**src/design/rbm_pkg.sv**
```systemverilog
// Shared types and constants for the RGB blend mode mixer.
// Holds pixel structs, blend mode codes, register indexes and lane settings.
// No dependencies; every other design file imports it.
`default_nettype none

package rbm_pkg;

  localparam int unsigned CHAN_W      = 8;
  localparam int unsigned OPACITY_W   = 9;
  localparam int unsigned CFG_INDEX_W = 3;
  localparam int unsigned CFG_DATA_W  = 9;

  localparam logic [CHAN_W-1:0]    CH_MAX        = 8'd255;
  localparam logic [CHAN_W-1:0]    OVERLAY_SPLIT = 8'd128;
  localparam logic [OPACITY_W-1:0] FULL_OPACITY  = 9'd256;

  // Register indexes on the configuration port
  localparam logic [CFG_INDEX_W-1:0] CFG_MIX_MODE   = 3'd0;
  localparam logic [CFG_INDEX_W-1:0] CFG_OPACITY    = 3'd1;
  localparam logic [CFG_INDEX_W-1:0] CFG_BASE_RED   = 3'd2;
  localparam logic [CFG_INDEX_W-1:0] CFG_BASE_GREEN = 3'd3;
  localparam logic [CFG_INDEX_W-1:0] CFG_BASE_BLUE  = 3'd4;

  typedef enum logic [1:0] {
    MODE_NORMAL   = 2'd0,
    MODE_MULTIPLY = 2'd1,
    MODE_OVERLAY  = 2'd2,
    MODE_SCREEN   = 2'd3
  } mix_mode_t;

  typedef struct packed {
    logic [CHAN_W-1:0] tex_red;
    logic [CHAN_W-1:0] tex_green;
    logic [CHAN_W-1:0] tex_blue;
  } tex_pixel_t;

  typedef struct packed {
    logic [CHAN_W-1:0] out_red;
    logic [CHAN_W-1:0] out_green;
    logic [CHAN_W-1:0] out_blue;
  } out_pixel_t;

  // Settings shared by all three lanes; opacity is already saturated
  typedef struct packed {
    mix_mode_t             mode;
    logic [OPACITY_W-1:0]  opacity;
  } lane_cfg_t;

endpackage

`default_nettype wire

```
**src/design/rbm_lane.sv**
```systemverilog
// One color channel of the blend mixer: blend product, divide by 255, opacity mix.
// Three register stages, advancing every cycle. Depends on rbm_pkg.
`default_nettype none

module rbm_lane (
  input  wire logic                    clk,
  input  wire rbm_pkg::lane_cfg_t      cfg,
  input  wire logic [7:0]              base,
  input  wire logic [7:0]              texel,
  output logic [7:0]                   mixed
);
  import rbm_pkg::*;

  // Stage 1 signals
  logic              invert;
  logic              dbl;
  logic              pass;
  logic [7:0]        mul_x;
  logic [7:0]        mul_y;
  logic [15:0]       prod;
  logic [16:0]       num_next;
  logic [16:0]       num;
  logic              comp;
  logic              bypass;
  logic [7:0]        tex1;
  logic [7:0]        base1;

  // Stage 2 signals
  logic [25:0]       recip;
  logic [9:0]        est;
  logic [17:0]       back;
  logic [17:0]       rem;
  logic [9:0]        quot;
  logic [7:0]        q8;
  logic [7:0]        blend_next;
  logic [7:0]        blend;
  logic [7:0]        base2;

  // Stage 3 signals
  logic signed [8:0]  diff;
  logic signed [9:0]  weight;
  logic signed [18:0] scaled;
  logic signed [19:0] total;

  // Pick operands: screen and the upper overlay half work on complements
  always_comb begin
    invert = 1'b0;
    dbl    = 1'b0;
    pass   = 1'b0;
    case (cfg.mode)
      MODE_NORMAL: begin
        pass = 1'b1;
      end
      MODE_MULTIPLY: begin
        invert = 1'b0;
      end
      MODE_OVERLAY: begin
        dbl    = 1'b1;
        invert = (base >= OVERLAY_SPLIT);
      end
      MODE_SCREEN: begin
        invert = 1'b1;
      end
      default: begin
        pass = 1'b1;
      end
    endcase
  end

  assign mul_x    = invert ? (CH_MAX - base)  : base;
  assign mul_y    = invert ? (CH_MAX - texel) : texel;
  assign prod     = 16'(mul_x) * 16'(mul_y);
  assign num_next = dbl ? {prod, 1'b0} : {1'b0, prod};

  always_ff @(posedge clk) begin
    num    <= num_next;
    comp   <= invert;
    bypass <= pass;
    tex1   <= texel;
    base1  <= base;
  end

  // Divide by 255: estimate n*257 >> 16 (never high), then one correction step
  assign recip = {9'd0, num} + {1'b0, num, 8'd0};
  assign est   = recip[25:16];
  assign back  = {est, 8'd0} - {8'd0, est};
  assign rem   = {1'b0, num} - back;
  assign quot  = (rem >= 18'(CH_MAX)) ? (est + 10'd1) : est;
  assign q8    = quot[7:0];

  assign blend_next = bypass ? tex1 : (comp ? (CH_MAX - q8) : q8);

  always_ff @(posedge clk) begin
    blend <= blend_next;
    base2 <= base1;
  end

  // Mix with base: (a*256 + (m - a)*p) >> 8, never negative
  assign diff   = signed'({1'b0, blend}) - signed'({1'b0, base2});
  assign weight = signed'({1'b0, cfg.opacity});
  assign scaled = diff * weight;
  assign total  = signed'({4'd0, base2, 8'd0}) + {scaled[18], scaled};

  always_ff @(posedge clk) begin
    mixed <= total[15:8];
  end

endmodule

`default_nettype wire

```
**src/design/rbm_merge.sv**
```systemverilog
// Merge stage: packs the three lane results into one pixel and buffers them.
// Small register queue drives the result channel. Depends on rbm_pkg.
`default_nettype none

module rbm_merge #(
  parameter int unsigned OUT_DEPTH = 8
) (
  input  wire logic                           clk,
  input  wire logic                           rst,
  input  wire logic                           push,
  input  wire logic [7:0]                     red,
  input  wire logic [7:0]                     green,
  input  wire logic [7:0]                     blue,
  output logic                                blend_valid,
  input  wire logic                           blend_ready,
  output rbm_pkg::out_pixel_t                 blend,
  output logic [$clog2(OUT_DEPTH+1)-1:0]      fill
);
  import rbm_pkg::*;

  localparam int unsigned PTR_W  = $clog2(OUT_DEPTH);
  localparam int unsigned FILL_W = $clog2(OUT_DEPTH + 1);
  localparam logic [PTR_W-1:0]  LAST_PTR  = PTR_W'(OUT_DEPTH - 1);
  localparam logic [FILL_W-1:0] FULL_FILL = FILL_W'(OUT_DEPTH);

  out_pixel_t        slots [OUT_DEPTH];
  logic [PTR_W-1:0]  wr_ptr;
  logic [PTR_W-1:0]  rd_ptr;
  logic              pop;
  out_pixel_t        packed_pix;

  assign pop         = blend_valid && blend_ready;
  assign blend_valid = (fill != '0);
  assign blend       = slots[rd_ptr];

  // Combine the lanes into one pixel
  assign packed_pix.out_red   = red;
  assign packed_pix.out_green = green;
  assign packed_pix.out_blue  = blue;

  // Store incoming pixel
  always_ff @(posedge clk) begin
    if (push) begin
      slots[wr_ptr] <= packed_pix;
    end
  end

  // Advance pointers and fill level
  always_ff @(posedge clk) begin
    if (rst) begin
      wr_ptr <= '0;
      rd_ptr <= '0;
      fill   <= '0;
    end else begin
      if (push) begin
        wr_ptr <= (wr_ptr == LAST_PTR) ? '0 : (wr_ptr + PTR_W'(1));
      end
      if (pop) begin
        rd_ptr <= (rd_ptr == LAST_PTR) ? '0 : (rd_ptr + PTR_W'(1));
      end
      if (push && !pop) begin
        fill <= fill + FILL_W'(1);
      end else if (pop && !push) begin
        fill <= fill - FILL_W'(1);
      end
    end
  end

  // Upstream credit must keep pushes out of a full queue
  a_no_overflow: assert property (@(posedge clk) disable iff (rst)
    (fill == FULL_FILL) |-> (!push || pop))
    else $error("result queue overflow");

  a_fill_drop: assert property (@(posedge clk) disable iff (rst)
    (pop && !push) |=> (fill == $past(fill) - FILL_W'(1)))
    else $error("fill level did not drop after transfer");

endmodule

`default_nettype wire

```
**src/design/rgb_blend_mode_mixer.sv**
```systemverilog
// Path: a pixel accepted on the input is loaded into the first of the three lane
// stages, moves through the other two lane stages, then enters the result queue
// and is offered on the result channel from there.
// Throughput: one pixel per clock while results are taken; the OUT_DEPTH-entry
// result queue grants input credit; a depth of five or more keeps the stream at full rate.
// Reset: blend mode normal, opacity 256, base color black; pipeline and queue empty.
`default_nettype none

module rgb_blend_mode_mixer #(
  parameter int unsigned OUT_DEPTH = 8
) (
  input  wire logic                                 clk,
  input  wire logic                                 rst,
  input  wire logic                                 tex_valid,
  output logic                                      tex_ready,
  input  wire rbm_pkg::tex_pixel_t                  tex,
  output logic                                      blend_valid,
  input  wire logic                                 blend_ready,
  output rbm_pkg::out_pixel_t                       blend,
  input  wire logic                                 cfg_valid,
  output logic                                      cfg_ready,
  input  wire logic [rbm_pkg::CFG_INDEX_W-1:0]      cfg_index,
  input  wire logic [rbm_pkg::CFG_DATA_W-1:0]       cfg_data
);
  import rbm_pkg::*;

  localparam int unsigned STAGES = 3;
  localparam int unsigned FILL_W = $clog2(OUT_DEPTH + 1);
  localparam int unsigned CRED_W = FILL_W + 1;

  mix_mode_t             mix_mode;
  logic [OPACITY_W-1:0]  opacity;
  logic [CHAN_W-1:0]     base_red;
  logic [CHAN_W-1:0]     base_green;
  logic [CHAN_W-1:0]     base_blue;
  logic [OPACITY_W-1:0]  opacity_sat;

  lane_cfg_t             lane_cfg;
  logic [STAGES-1:0]     stg_valid;
  logic [FILL_W-1:0]     fill;
  logic [CRED_W-1:0]     in_flight;
  logic [CRED_W-1:0]     used;
  logic                  tex_xfer;
  logic [CHAN_W-1:0]     mix_red;
  logic [CHAN_W-1:0]     mix_green;
  logic [CHAN_W-1:0]     mix_blue;

  // Hold off register writes during reset
  assign cfg_ready = !rst;

  // Clamp opacity writes above full scale
  assign opacity_sat = (cfg_data[8] && (cfg_data[7:0] != 8'd0)) ? FULL_OPACITY
                                                               : cfg_data[8:0];

  // Register writes
  always_ff @(posedge clk) begin
    if (rst) begin
      mix_mode   <= MODE_NORMAL;
      opacity    <= FULL_OPACITY;
      base_red   <= '0;
      base_green <= '0;
      base_blue  <= '0;
    end else if (cfg_valid && cfg_ready) begin
      case (cfg_index)
        CFG_MIX_MODE:   mix_mode   <= mix_mode_t'(cfg_data[1:0]);
        CFG_OPACITY:    opacity    <= opacity_sat;
        CFG_BASE_RED:   base_red   <= cfg_data[7:0];
        CFG_BASE_GREEN: base_green <= cfg_data[7:0];
        CFG_BASE_BLUE:  base_blue  <= cfg_data[7:0];
        default: begin
        end
      endcase
    end
  end

  assign lane_cfg.mode    = mix_mode;
  assign lane_cfg.opacity = opacity;

  // Accept only out of reset and while the result queue has room for everything in flight
  assign in_flight = CRED_W'($countones(stg_valid));
  assign used      = in_flight + CRED_W'(fill);
  assign tex_ready = !rst && (used < CRED_W'(OUT_DEPTH));
  assign tex_xfer  = tex_valid && tex_ready;

  // Track pixels through the lane stages
  always_ff @(posedge clk) begin
    if (rst) begin
      stg_valid <= '0;
    end else begin
      stg_valid <= {stg_valid[STAGES-2:0], tex_xfer};
    end
  end

  rbm_lane u_lane_red (
    .clk   (clk),
    .cfg   (lane_cfg),
    .base  (base_red),
    .texel (tex.tex_red),
    .mixed (mix_red)
  );

  rbm_lane u_lane_green (
    .clk   (clk),
    .cfg   (lane_cfg),
    .base  (base_green),
    .texel (tex.tex_green),
    .mixed (mix_green)
  );

  rbm_lane u_lane_blue (
    .clk   (clk),
    .cfg   (lane_cfg),
    .base  (base_blue),
    .texel (tex.tex_blue),
    .mixed (mix_blue)
  );

  rbm_merge #(
    .OUT_DEPTH (OUT_DEPTH)
  ) u_merge (
    .clk         (clk),
    .rst         (rst),
    .push        (stg_valid[STAGES-1]),
    .red         (mix_red),
    .green       (mix_green),
    .blue        (mix_blue),
    .blend_valid (blend_valid),
    .blend_ready (blend_ready),
    .blend       (blend),
    .fill        (fill)
  );

  // Credit never promises more than the queue holds
  a_credit_bound: assert property (@(posedge clk) disable iff (rst)
    used <= CRED_W'(OUT_DEPTH))
    else $error("pixels in flight exceed result queue");

  a_opacity_range: assert property (@(posedge clk) disable iff (rst)
    opacity <= FULL_OPACITY)
    else $error("opacity register above full scale");

  a_enter_pipe: assert property (@(posedge clk) disable iff (rst)
    tex_xfer |=> stg_valid[0])
    else $error("accepted pixel missing from first stage");

endmodule

`default_nettype wire
```
**config.mk**
```make
export PLATFORM = sky130hd
export DESIGN_NAME = rgb_blend_mode_mixer
export DESIGN_NICKNAME = d
export VERILOG_FILES = /design/src/design/rbm_pkg.sv /design/src/design/rbm_lane.sv /design/src/design/rbm_merge.sv /design/src/design/rgb_blend_mode_mixer.sv
export SDC_FILE = /design/constraint.sdc
export NUM_CORES = 2
export LEC_CHECK = 0
export ABC_CLOCK_PERIOD_IN_PS = 18520
export BUFFER_PORTS_ARGS = -buffer_cell sky130_fd_sc_hd__buf_2
export CORE_MARGIN = 2
export CORE_UTILIZATION = 40
export DETAILED_ROUTE_END_ITERATION = 10
export GPL_TIMING_DRIVEN = 0
export PLACE_DENSITY = 0.66
export SLEW_MARGIN = 0
export SYNTH_ARGS = -nofsm -noshare
export SYNTH_HDL_FRONTEND = slang
export SYNTH_HIERARCHICAL = 1
export SYNTH_SLANG_ARGS = --single-unit
```
**constraint.sdc**
```tcl
create_clock -name clk -period 18.52 [get_ports clk]
set_clock_uncertainty 0.05 [all_clocks]
set_input_delay 1.852 -clock clk [delete_from_list [all_inputs] [get_ports clk]]
set_output_delay 1.852 -clock clk [all_outputs]
set_load 0.02 [all_outputs]
```
==> flow_summary_export.csv <==
group,metric,value,unit
placed_design,gp_congestion,0.931,
global_route,grt_pass1_vias,25000,
run_status,outcome,"complete, no violations",
synth,avgSynthCellArea,9.64,um2
run,cap_violations,0,
synth,synth_cell_types,96,
timing,post-route-period-util,0.389,
setup_path,rr_worst_depth,25,
synth,syn_area,35100,um2
finish,syn2layout_area_growth,9.57,%
drt,firstDrtPassIters,5,
power_and_ir_drop,powerDensity,79.0,nW/um2
clock_tree,numCtsBuffers,44,
die,rows,108,
die,die_w,300,um
global_route,grt_antenna_before_repair,11,
synth,yosysWarnings,6,
power_and_ir_drop,leakage,0.0171,uW
worst_hold_path,min_from,"u_lane_green/base1[1]$_DFF_P_",
synth,synth_seq_cells,420,
drt,ant_nets,0,
power_and_ir_drop,vdd_drop_max,69.0,uV
finish,mostFrequentLayoutCells,"inv_1 (561), ha_1 (356), nand2_1 (302)",
setup_path,cp-end-kind,"flop",
worst_hold_path,hold_class,"reg2reg",
die,die_h,300,um
drt,vias_per_cell,5.07,
setup_path,critical_path_class,"reg2reg",
finish,layout-drive-gt1-share,0.0866,
placed_design,dp_hpwl,60.8,mm
finish,layout_commonest_cell,"inv_1",
die,num_io_pins,68,
clock_tree,clkTransAtPathRegs,0.06,ns
drt,drc,0,
timing,finalSetupTns,0,ns
drt,drt_iter0_drc,1488,
finish,nNetsFinal,4445,
placed_design,detailed_place.area,37000,um2
clock_tree,cts_tree,"done",
setup_path,r2r-start,"u_lane_blue/base2[1]$_DFF_P_",
timing,rsz0062_at_grt,"no",
drt,num_vias,25100,
die,core,86900,um2
timing,relSlewSlack,0.211,
synth,syn-num-nets,4326,
clock_tree,holdBufCountCts,0,
drt,routedWlPerCell,15.9,um
timing,fmax,139,MHz
clock_tree,cts_max_level,2,
setup_path,cp.arrival,7.59,ns
setup_path,crit_path_start_kind,"flop",
setup_path,crit_fanout,9,
setup_path,required,18.91,ns
synth,netlist_instances,3645,
finish,fill_cells,8225,
setup_path,rrSetupSlack,11.32,ns
clock_tree,clock_latency,0.58,ns
finish,seqCellArea,10300,um2
timing,period_minus_slack,7.20,ns
die,initial_core_util,0.404,
global_route,grt_remaining_overflow,0,
clock_tree,post_cts_buffers,0,
finish,finalInstanceArea,38500,um2
synth,ys_seq_area_frac,0.294,
clock_tree,clock-sinks,420,
synth,synth-async-reset-ratio,0,
timing,hold_viol,0,
finish,multi_input_area,22100,um2
timing,final-setup-viol-count,0,
global_route,grt_max_degree,29,
setup_path,rr_endpoint,"u_lane_blue/mixed[7]$_DFF_P_",
timing,drv_slew,0,
worst_hold_path,min_to,"u_lane_green/base2[1]$_DFF_P_",
timing,worst_slew_pin_slew,1.18,ns
drt,wl,78.6,mm
synth,synth_ff_type,"dfxtp_1",
placed_design,port_buffers,67,
clock_tree,cts-resized-gates,0,
die,dieArea,90200,um2
synth,synth-edff-count,192,
clock_tree,cts_buffer_depth,3,
global_route,grt_pass1_wl,129,mm
global_route,track_usage,0.175,
worst_hold_path,hold_depth,0,
clock_tree,root_buffer,"clkbuf_16",
==> worst max-delay path: stages (launching register included) <==
cell and delay, ns:
dfxtp_1 0.46, inv_1 0.07, ha_1 0.27, nor2b_1 0.12, o21ai_0 0.14, nand2b_1 0.10
a21o_1 0.19, a21oi_1 0.21, o21ai_0 0.15, xor2_1 0.68, nand2_1 0.18, fa_1 0.54
fa_1 0.55, inv_1 0.05, fa_1 0.53, inv_1 0.05, fa_1 0.53, inv_1 0.04
ha_1 0.28, ha_1 0.32, o21a_1 0.16, o41ai_1 0.51, o21ai_0 0.25, o21a_1 0.25
nor2_1 0.11, xnor3_1 0.28
==> registers in the layout (all words and copies together) (netlist names), 9 cells and up, named ones only <==
signal and count:
u_lane_red/num 17, u_lane_blue/num 17, u_lane_green/num 17, u_merge/slots 192
opacity 9
==> layout make-up <==
class                           count  area share
Multi-Input combinational cell   2512       0.574
Sequential cell                   420       0.268
Inverter                          562      0.0548
Tap cell                         1155      0.0375
Clock buffer                       52      0.0302
Buffer                            151      0.0169
Timing Repair Buffer               73      0.0105
Clock inverter                     29     0.00751
Antenna cell                        4    0.000260
==> where the power goes <==
part	total, uW	switching (uW)	leakage, uW	internal (uW)
combinational	997	553	0.0128	443
sequential	1180	86.0	0.00360	1090
clock	866	368	0.000704	498
total	3040	1010	0.0171	2030
==> synthesized netlist by cell type (all sizes together) (11+ instances only) <==
cell type  instances  share of area
inv              561          0.060
ha               356           0.13
nand2            303          0.032
fa               284           0.16
dfxtp            228           0.13
a21oi            222          0.032
nor2             215          0.023
edfxtp           192           0.16
o21ai            188          0.027
and2             127          0.023
clkbuf           127          0.014
xnor2            113          0.028
nand2b            91          0.016
xor2              54          0.013
nand3             53         0.0076
nor3              50         0.0077
mux4              49          0.031
nor2b             42         0.0075
a21o              38         0.0081
mux2              37          0.013
or2               30         0.0053
buf               24         0.0048
o21a              24         0.0051
nand4             20         0.0037
and3              19         0.0036
a31oi             18         0.0032
mux2i             16         0.0046
o31ai             14         0.0034
a211oi            13         0.0028
nor3b             11         0.0025
o21bai            11         0.0024
==> per-stage QoR <==
stage / hold slack, ns / setup slack (ns) / util / total power, uW / instances
finish: 0.275 / 11.32 / 0.443 / 3040 / 4958
global route: 0.281 / 10.76 / 0.443 / 3230 / 4957
CTS: 0.276 / 11.22 / 0.443 / 3070 / 4954
detailed placement: 0.262 / 11.25 / 0.426 / 2190 / 4873
global placement: 0.261 / 11.31 / 0.425 / 2170 / 4867
floorplan: 0.260 / 12.05 / - / 1920 / 3645
==> worst max path at each step <==
| stage | start | end | slack [ns] | cells past startpoint |
|---|---|---|---|---|
| 2_1_floorplan | tex[15] | u_lane_green/num[15]$_DFF_P_ | 12.05 | 21 |
| 3_3_place_gp | u_lane_blue/base2[1]$_DFF_P_ | u_lane_blue/mixed[7]$_DFF_P_ | 11.31 | 24 |
| 3_5_place_dp | u_lane_blue/base2[1]$_DFF_P_ | u_lane_blue/mixed[7]$_DFF_P_ | 11.25 | 25 |
| 4_1_cts | u_lane_blue/base2[1]$_DFF_P_ | u_lane_blue/mixed[7]$_DFF_P_ | 11.22 | 25 |
| 5_1_grt | u_lane_blue/base2[1]$_DFF_P_ | u_lane_blue/mixed[7]$_DFF_P_ | 10.76 | 25 |
| 6_report | u_lane_blue/base2[1]$_DFF_P_ | u_lane_blue/mixed[7]$_DFF_P_ | 11.32 | 25 |
==> metal layers <==
metal | share of wire | wire length, um | GRT usage | up-vias
li1 | - | - | - | 12300
met1 | 0.47 | 37000 | 0.244 | 12100
met2 | 0.46 | 36300 | 0.286 | 515
met3 | 0.048 | 3780 | 0.0268 | 114
met4 | 0.019 | 1480 | 0.0425 | 14
met5 | 0.0010 | 82 | 0 | -
==> cells by family (layout without fill, tap and decap cells) <==
group | after synthesis | after routing | share of synthesized area
AOI/OAI and AO/OA | 592 | 592 | 0.102
DFF | 420 | 420 | 0.294
other | 0 | 4 | 0
muxes | 102 | 102 | 0.0491
xor gates and xnor gates | 169 | 169 | 0.0429
and+or+nand+nor | 1009 | 1009 | 0.145
buffers and inverters | 713 | 867 | 0.0786
adders and majority gates | 640 | 640 | 0.289
No activity file was read; power rests on OpenSTA's default activity.
